==> src/cis_pkg.sv <==
// Shared types, codes and saturation helpers of the two-body contact solver.
package cis_pkg;

  typedef logic signed [31:0] fx_t;

  localparam logic signed [63:0] FX_MAX = 64'sd2147483647;
  localparam logic signed [63:0] FX_MIN = -64'sd2147483648;

  typedef enum logic [2:0] {
    CMD_LOAD    = 3'd0,
    CMD_SOLVE   = 3'd1,
    CMD_CORRECT = 3'd2,
    CMD_CLEAR   = 3'd3,
    CMD_READ    = 3'd4
  } cmd_t;

  typedef enum logic [1:0] {
    STAT_APPLIED     = 2'd0,
    STAT_SEPARATING  = 2'd1,
    STAT_ZERO_MASS   = 2'd2,
    STAT_NO_FRICTION = 2'd3
  } status_t;

  typedef enum logic [2:0] {
    REG_NORMAL_X    = 3'd0,
    REG_NORMAL_Y    = 3'd1,
    REG_RESTITUTION = 3'd2,
    REG_FRICTION    = 3'd3,
    REG_DEPTH       = 3'd4,
    REG_BIAS        = 3'd5,
    REG_SLOP        = 3'd6
  } cfg_reg_t;

  typedef enum logic [5:0] {
    ST_IDLE, ST_ARM,
    ST_RV0, ST_RV1, ST_RV2, ST_RV3, ST_RV4, ST_RV5,
    ST_VN1, ST_VN2, ST_VN3,
    ST_EM1, ST_EM2, ST_EM3, ST_EM4, ST_EM5, ST_EM6, ST_EM7, ST_EM8, ST_EM9,
    ST_DEC, ST_J1, ST_J2, ST_JW, ST_J4,
    ST_AP1, ST_AP2, ST_AP3, ST_AP4, ST_AP5, ST_AP6, ST_AP7, ST_AP8,
    ST_AP9, ST_AP10, ST_AP11, ST_AP12, ST_AP13, ST_AP14, ST_AP15,
    ST_T1, ST_T2, ST_T3, ST_T4,
    ST_F1, ST_F2, ST_FW, ST_F4, ST_F5,
    ST_C1, ST_C2, ST_C3, ST_CW, ST_C4, ST_C5, ST_C6, ST_C7, ST_C8, ST_C9, ST_C10,
    ST_OUT
  } state_t;

  typedef struct packed {
    logic [2:0]         command;
    logic               body_select;
    logic signed [31:0] x_coord;
    logic signed [31:0] y_coord;
    logic signed [31:0] load_vel_x;
    logic signed [31:0] load_vel_y;
    logic signed [31:0] load_spin;
    logic [30:0]        load_inv_mass;
    logic [30:0]        load_inv_inertia;
    logic               contact_slot;
  } cis_in_t;

  typedef struct packed {
    logic               which_body;
    logic signed [31:0] out_pos_x;
    logic signed [31:0] out_pos_y;
    logic signed [31:0] out_vel_x;
    logic signed [31:0] out_vel_y;
    logic signed [31:0] out_spin;
    logic [30:0]        out_acc_normal;
    logic signed [31:0] out_acc_tangent;
    logic [1:0]         solve_status;
    logic               last_item;
  } cis_out_t;

  typedef struct packed {
    logic [2:0]  index;
    logic [31:0] value;
  } cis_cfg_t;

  typedef struct packed {
    logic               start;
    logic signed [32:0] num;
    logic [30:0]        den;
  } div_req_t;

  typedef struct packed {
    logic done;
    fx_t  quot;
  } div_rsp_t;

  function automatic fx_t sat64(input logic signed [63:0] v);
    if (v > FX_MAX) return fx_t'(FX_MAX);
    if (v < FX_MIN) return fx_t'(FX_MIN);
    return fx_t'(v);
  endfunction

  function automatic fx_t add_s(input fx_t a, input fx_t b);
    return sat64(64'(a) + 64'(b));
  endfunction

  function automatic fx_t sub_s(input fx_t a, input fx_t b);
    return sat64(64'(a) - 64'(b));
  endfunction

endpackage

==> src/cis_div.sv <==
// Bit-serial fixed-point divider with truncation toward zero and saturation.
module cis_div #(
  parameter int FRAC_BITS = 16
) (
  input  logic                clk,
  input  logic                rst_n,
  input  cis_pkg::div_req_t   req,
  output cis_pkg::div_rsp_t   rsp
);
  import cis_pkg::*;

  localparam int DW = 32 + FRAC_BITS;
  localparam int CW = $clog2(DW + 1);

  logic [DW-1:0] dvd_r, quo_r;
  logic [31:0]   rem_r;
  logic [30:0]   den_r;
  logic          neg_r, busy_r, done_r;
  logic [CW-1:0] cnt_r;
  logic [31:0]   mag;
  logic [32:0]   trial;
  logic          fits;
  fx_t           quot;

  assign mag   = req.num[32] ? 32'(-req.num) : 32'(req.num);
  assign trial = {rem_r, dvd_r[DW-1]};
  assign fits  = trial >= {2'b00, den_r};

  always_comb begin
    if (!neg_r) begin
      quot = (|quo_r[DW-1:31]) ? fx_t'(FX_MAX) : fx_t'(quo_r[31:0]);
    end else if ((|quo_r[DW-1:32]) || (quo_r[31] && (|quo_r[30:0]))) begin
      quot = fx_t'(FX_MIN);
    end else begin
      quot = fx_t'(-quo_r[31:0]);
    end
  end

  assign rsp.done = done_r;
  assign rsp.quot = quot;

  always_ff @(posedge clk) begin
    if (!rst_n) begin
      busy_r <= 1'b0;
      done_r <= 1'b0;
      cnt_r  <= '0;
    end else begin
      done_r <= busy_r && (cnt_r == CW'(1));
      if (req.start) begin
        busy_r <= 1'b1;
        cnt_r  <= CW'(DW);
      end else if (busy_r) begin
        cnt_r <= cnt_r - CW'(1);
        if (cnt_r == CW'(1)) begin
          busy_r <= 1'b0;
        end
      end
    end
  end

  always_ff @(posedge clk) begin
    if (req.start) begin
      dvd_r <= {mag, {FRAC_BITS{1'b0}}};
      quo_r <= '0;
      rem_r <= '0;
      den_r <= req.den;
      neg_r <= req.num[32];
    end else if (busy_r) begin
      dvd_r <= {dvd_r[DW-2:0], 1'b0};
      quo_r <= {quo_r[DW-2:0], fits};
      rem_r <= fits ? 32'(trial - {2'b00, den_r}) : trial[31:0];
    end
  end

endmodule

==> config.mk <==
export PLATFORM = sky130hd
export DESIGN_NAME = cis_div
export DESIGN_NICKNAME = d
export VERILOG_FILES = /design/src/cis_pkg.sv /design/src/cis_div.sv
export SDC_FILE = /design/constraint.sdc
export NUM_CORES = 1
export LEC_CHECK = 0
export ABC_AREA = 1
export ABC_CLOCK_PERIOD_IN_PS = 3100
export BUFFER_PORTS_ARGS = -buffer_cell sky130_fd_sc_hd__buf_2
export CAP_MARGIN = 10
export CORE_AREA = 2 2 173 175
export DETAILED_ROUTE_END_ITERATION = 6
export DIE_AREA = 0 0 175 177
export PLACE_DENSITY = 0.61
export SLEW_MARGIN = 40
export SYNTH_ARGS = -nofsm -noshare
export SYNTH_HDL_FRONTEND = slang
export SYNTH_SLANG_ARGS = --single-unit
export TNS_END_PERCENT = 1
==> constraint.sdc <==
create_clock -name clk -period 3.1 [get_ports clk]
set_input_delay 0.775 -clock clk [delete_from_list [all_inputs] [get_ports clk]]
set_output_delay 0.775 -clock clk [all_outputs]
set_load 0.02 [all_outputs]
# After elaboration in Yosys (flattened, before gate mapping)
# Cells that the tools add are included.
[totals]
inputBits = 67
ff_bits = 152
elab_cells = 36
out_inout_bits = 33
[classes]
mux = 12
bitwise = 1
addsub = 4
reduce_logical = 8
magnitude_cmp = 1
eq_ne = 1
[ops]
columns = ["cell", "n"]
rows = [
  ["2-to-1 mux 32 bit", 5],
  ["2-to-1 mux 48 bit", 2],
  ["negation 32 bit", 2],
  ["greater-or-equal comparator 33 x 31 -> 1 bit", 1],
  ["subtractor 32 x 31 -> 32 bit", 1],
  ["OR reduction 31 bit", 1],
  ["OR reduction 17 bit", 1],
  ["OR reduction 16 bit", 1],
  ["2-to-1 mux 6 bit", 2],
  ["== test 6 x 1 -> 1 bit, second input constant", 1],
  ["subtractor 6 x 1 -> 6 bit, second input constant", 1],
  ["2-to-1 mux 1 bit", 3],
  ["logical AND 1 bit", 2],
  ["nonzero test 2 bit", 1],
  ["OR reduction 2 bit", 1],
  ["logical OR 1 bit", 1],
  ["NOT 1 bit", 1],
]

# Depth between registers and ports, before layout
[logic_depth]
depth_word = 5
depth_mapped = 17
depth_no_buf = 17

# Worst setup path before layout
# No wires, ideal clock.
[synth_path]
path_kind = "register -> output"
startpoint = "register quo_r[0]"
endpoint = "output port rsp[17] (netlist bit)"
n_path_buf = 2
arrival_ps = 2080
stages_incl_launch_ff = 15
slack_ps = 245
required_ps = 2325
cell_sequence = "dfxtp_1 > inv_1 > ha_1 > inv_2 > nor3_4 > nand3_2 > nor2_4 > nand2_2 > o21ai_2 > nand2_2 > nor2_4 > inv_2 > buf_6 > buf_6 > o21ai_1"
[synth_rtl]
columns = ["item", "line_no", "text"]
rows = [
  ["start, declared", "cis_div.sv:15", "logic [DW-1:0] dvd_r, quo_r;"],
  ["start signal, assigned", "cis_div.sv:70", "quo_r <= {quo_r[DW-2:0], fits};"],
  ["end, declared", "cis_div.sv:8", "output cis_pkg::div_rsp_t rsp"],
]

==> qor.csv <==
metric;value;unit
setup_viol;20;
ctsLongestPathBuffers;2;
reg2reg_to;rem_r[26]$_SDFFE_PP0P_;
synth_area_leaders;edfxtp_1 19%, dfxtp_1 17%, nand2_1 14%, inv_1 8.3%, nand3_1 5.9%;
cts_tree;done;
whs;475;ps
violations;negative setup slack;
dieArea;31000;um2
yosysTopAreaCell;edfxtp_1;
grt_use_met3;3.41;%
cap_violations;0;
gp_congestion;0.934;
fin_crit_sh;102;%
use_met1;24.5;%
setup_ws;-55.8;ps
core_area;29200;um2
cts_made_buffers;17;
worstPathArrival;2380;ps
drt_iter0_markers;686;
rows;63;
grt-ovfl-total;0;
rr_startpoint;den_r[7]$_DFFE_PP_;
cts_root_buffer;clkbuf_16;
crit_required;2320;ps
worst_pin_slew;879;ps
final_nets;1676;
synth_fp_nets;1582;
end_kind;output port;
hold_class;reg -> reg;
cts-hold-fix-buffers;0;
min_period;3160;ps
netlist_instances;1479;
synth-warning-count;0;
fp.dieW;175;um
place.port_buffers;99;
use_met2;30.9;%
critical_path.max_fanout;29;
layout-drive-gt1-share;12.2;%
synth_cell_types;44;
rrSetupSlack;470;ps
startpoint;quo_r[1]$_SDFFE_PP0P_;
fmax;0.317;GHz
cp-start-kind;register;
antenna_found_initial;6;
hpwl;22.0;mm
drv_slew;0;
ys_ff_latch;152;
skew;11.5;ps
die_h;177;um
drcViolationCount;0;
worstSetupPathType;reg -> out;
path_clk_slew;70;ps
start_util;34.4;%
htree_num_levels;4;
power_density;482;nW/um2
drt_wl_total;28.9;mm
peakVddDrop;425;uV
yosysSeqAreaShare;36.6;%
vias_per_cell;4.95;
synth_top_area_share;19.1;%
worstSkewPairLatency;430;ps
total_leakage_power;5.82;nW
netlist_area;10100;um2
syn_avg_cell_area;6.81;um2
utilization;40.3;%
finalPower;5.67;mW
crit_end;rsp[8];
via_count;9799;
wire_per_inst;14.6;um
grt_usage;18.8;%
syn_to_final_growth;17.0;%
busiest_layer;met2;
grt_pass1_vias;9416;
first_pass_iters;5;
grt_max_degree;57;
clkSinkCount;152;
io_pins;100;
rr_worst_depth;15;
grt_pass1_wl;46.8;mm
rsz0062_at_grt;true;
final-hold-violation-count;0;
slew-limit-headroom;41.2;%
outcome;finished with violations;
ant_nets;0;
power by group:
| group | switching (mW) | internal, mW | total (mW) |
|---|---|---|---|
| Sequential | 0.0594 | 2.23 | 2.29 |
| Clock | 0.947 | 1.13 | 2.08 |
| Combinational | 0.860 | 0.446 | 1.31 |
| Total | 1.87 | 3.81 | 5.67 |
repair_timing:
item / 4_1_cts / 5_1_grt
resized for setup: 40 / 10
setup buffers: 2 / 0
gates cloned: 0 / 0
pin swaps: 3 / 2
endpoints found under the setup margin: 32 / 32
sequential cells by signal, summed over array words and instances (netlist names):
signal  count
den_r      31
quo_r      48
cnt_r       6
dvd_r      32
neg_r       1
rem_r      32
done_r      1
busy_r      1
worst min-delay path by stage:
| stage | end | slack [ps] | start | depth (start not counted) |
|---|---|---|---|---|
| final | rem_r[27]$_SDFFE_PP0P_ | 480 | rem_r[27]$_SDFFE_PP0P_ | 2 |
| after global routing | den_r[23]$_DFFE_PP_ | 490 | req[23] | 1 |
| after CTS | rem_r[25]$_SDFFE_PP0P_ | 470 | rem_r[25]$_SDFFE_PP0P_ | 2 |
| after detailed placement | rem_r[25]$_SDFFE_PP0P_ | 460 | rem_r[25]$_SDFFE_PP0P_ | 2 |
| after global placement | rem_r[27]$_SDFFE_PP0P_ | 460 | rem_r[27]$_SDFFE_PP0P_ | 2 |
| after floorplan | rem_r[25]$_SDFFE_PP0P_ | 450 | rem_r[25]$_SDFFE_PP0P_ | 2 |
worst max-delay path, stage by stage, from the launching register on:
cell	delay (ps)
dfxtp_2	340
inv_4	70
ha_4	150
inv_2	40
nor3_4	150
nand3_2	140
nor2_4	140
nand2_2	80
o21ai_2	120
nand2_2	90
nor2_4	150
inv_6	110
o21ai_1	180
buf_4	170
cells in the mapped netlist (all sizes together):
cell,count
a211oi,2
a21o,2
a21oi,36
a31oi,11
and2,1
and3,1
buf,16
clkbuf,33
clkinv,1
dfxtp,88
edfxtp,64
fa,1
ha,35
inv,232
nand2,389
nand2b,1
nand3,119
nand3b,4
nand4,43
nor2,151
nor3,13
nor3b,3
nor4,6
o211ai,1
o21a,3
o21ai,108
o21bai,2
o22ai,47
or2,7
xnor2,7
xor2,52
metal layers:
| metal | vias up | share of wire, % | wire length (um) |
|---|---|---|---|
| li1 | 5012 | - | - |
| met1 | 4488 | 47 | 13500 |
| met2 | 247 | 46 | 13300 |
| met3 | 50 | 4.2 | 1220 |
| met4 | 2 | 2.7 | 766 |
| met5 | - | 0.042 | 12 |
cell families after synthesis:
group,synth area share [%]
xor gates and xnor gates,5.13
AOI/OAI and AO/OA,11.5
buffers and inverters,10.8
adders and majority gates,4.55
and+or+nand+nor,31.4
DFF,36.6
layout make-up:
class	instances	area [um2]
Fill cell	3090	17500
Multi-Input combinational cell	1045	5360
Sequential cell	152	3680
Inverter	233	882
Timing Repair Buffer	124	774
Tap cell	390	488
Clock buffer	19	464
Clock inverter	13	118
Antenna cell	5	12.5
cells in the final DEF (no fill, tap or decap), drive strengths merged, types with 47 or more instances in the layout:
cell    synthesis  layout
nand3         119     119
o21ai         108     108
o22ai          47      47
buf            16     124
nor2          151     151
xor2           52      52
edfxtp         64      64
inv           232     242
nand2         389     389
dfxtp          88      88
metrics by stage:
step           setup TNS [ps]  cells  worst slack [ps]  area, um2
3_3_place_gp                0   1942               256      11000
6_report                 -216   1981             -55.8      11800
4_1_cts                  -696   1976             -43.9      11700
3_5_place_dp                0   1942               168      11000
5_1_grt                 -5900   1979              -229      11800
2_1_floorplan               0   1479               245      10100
Note: power is estimated with default switching activity, not from simulation.
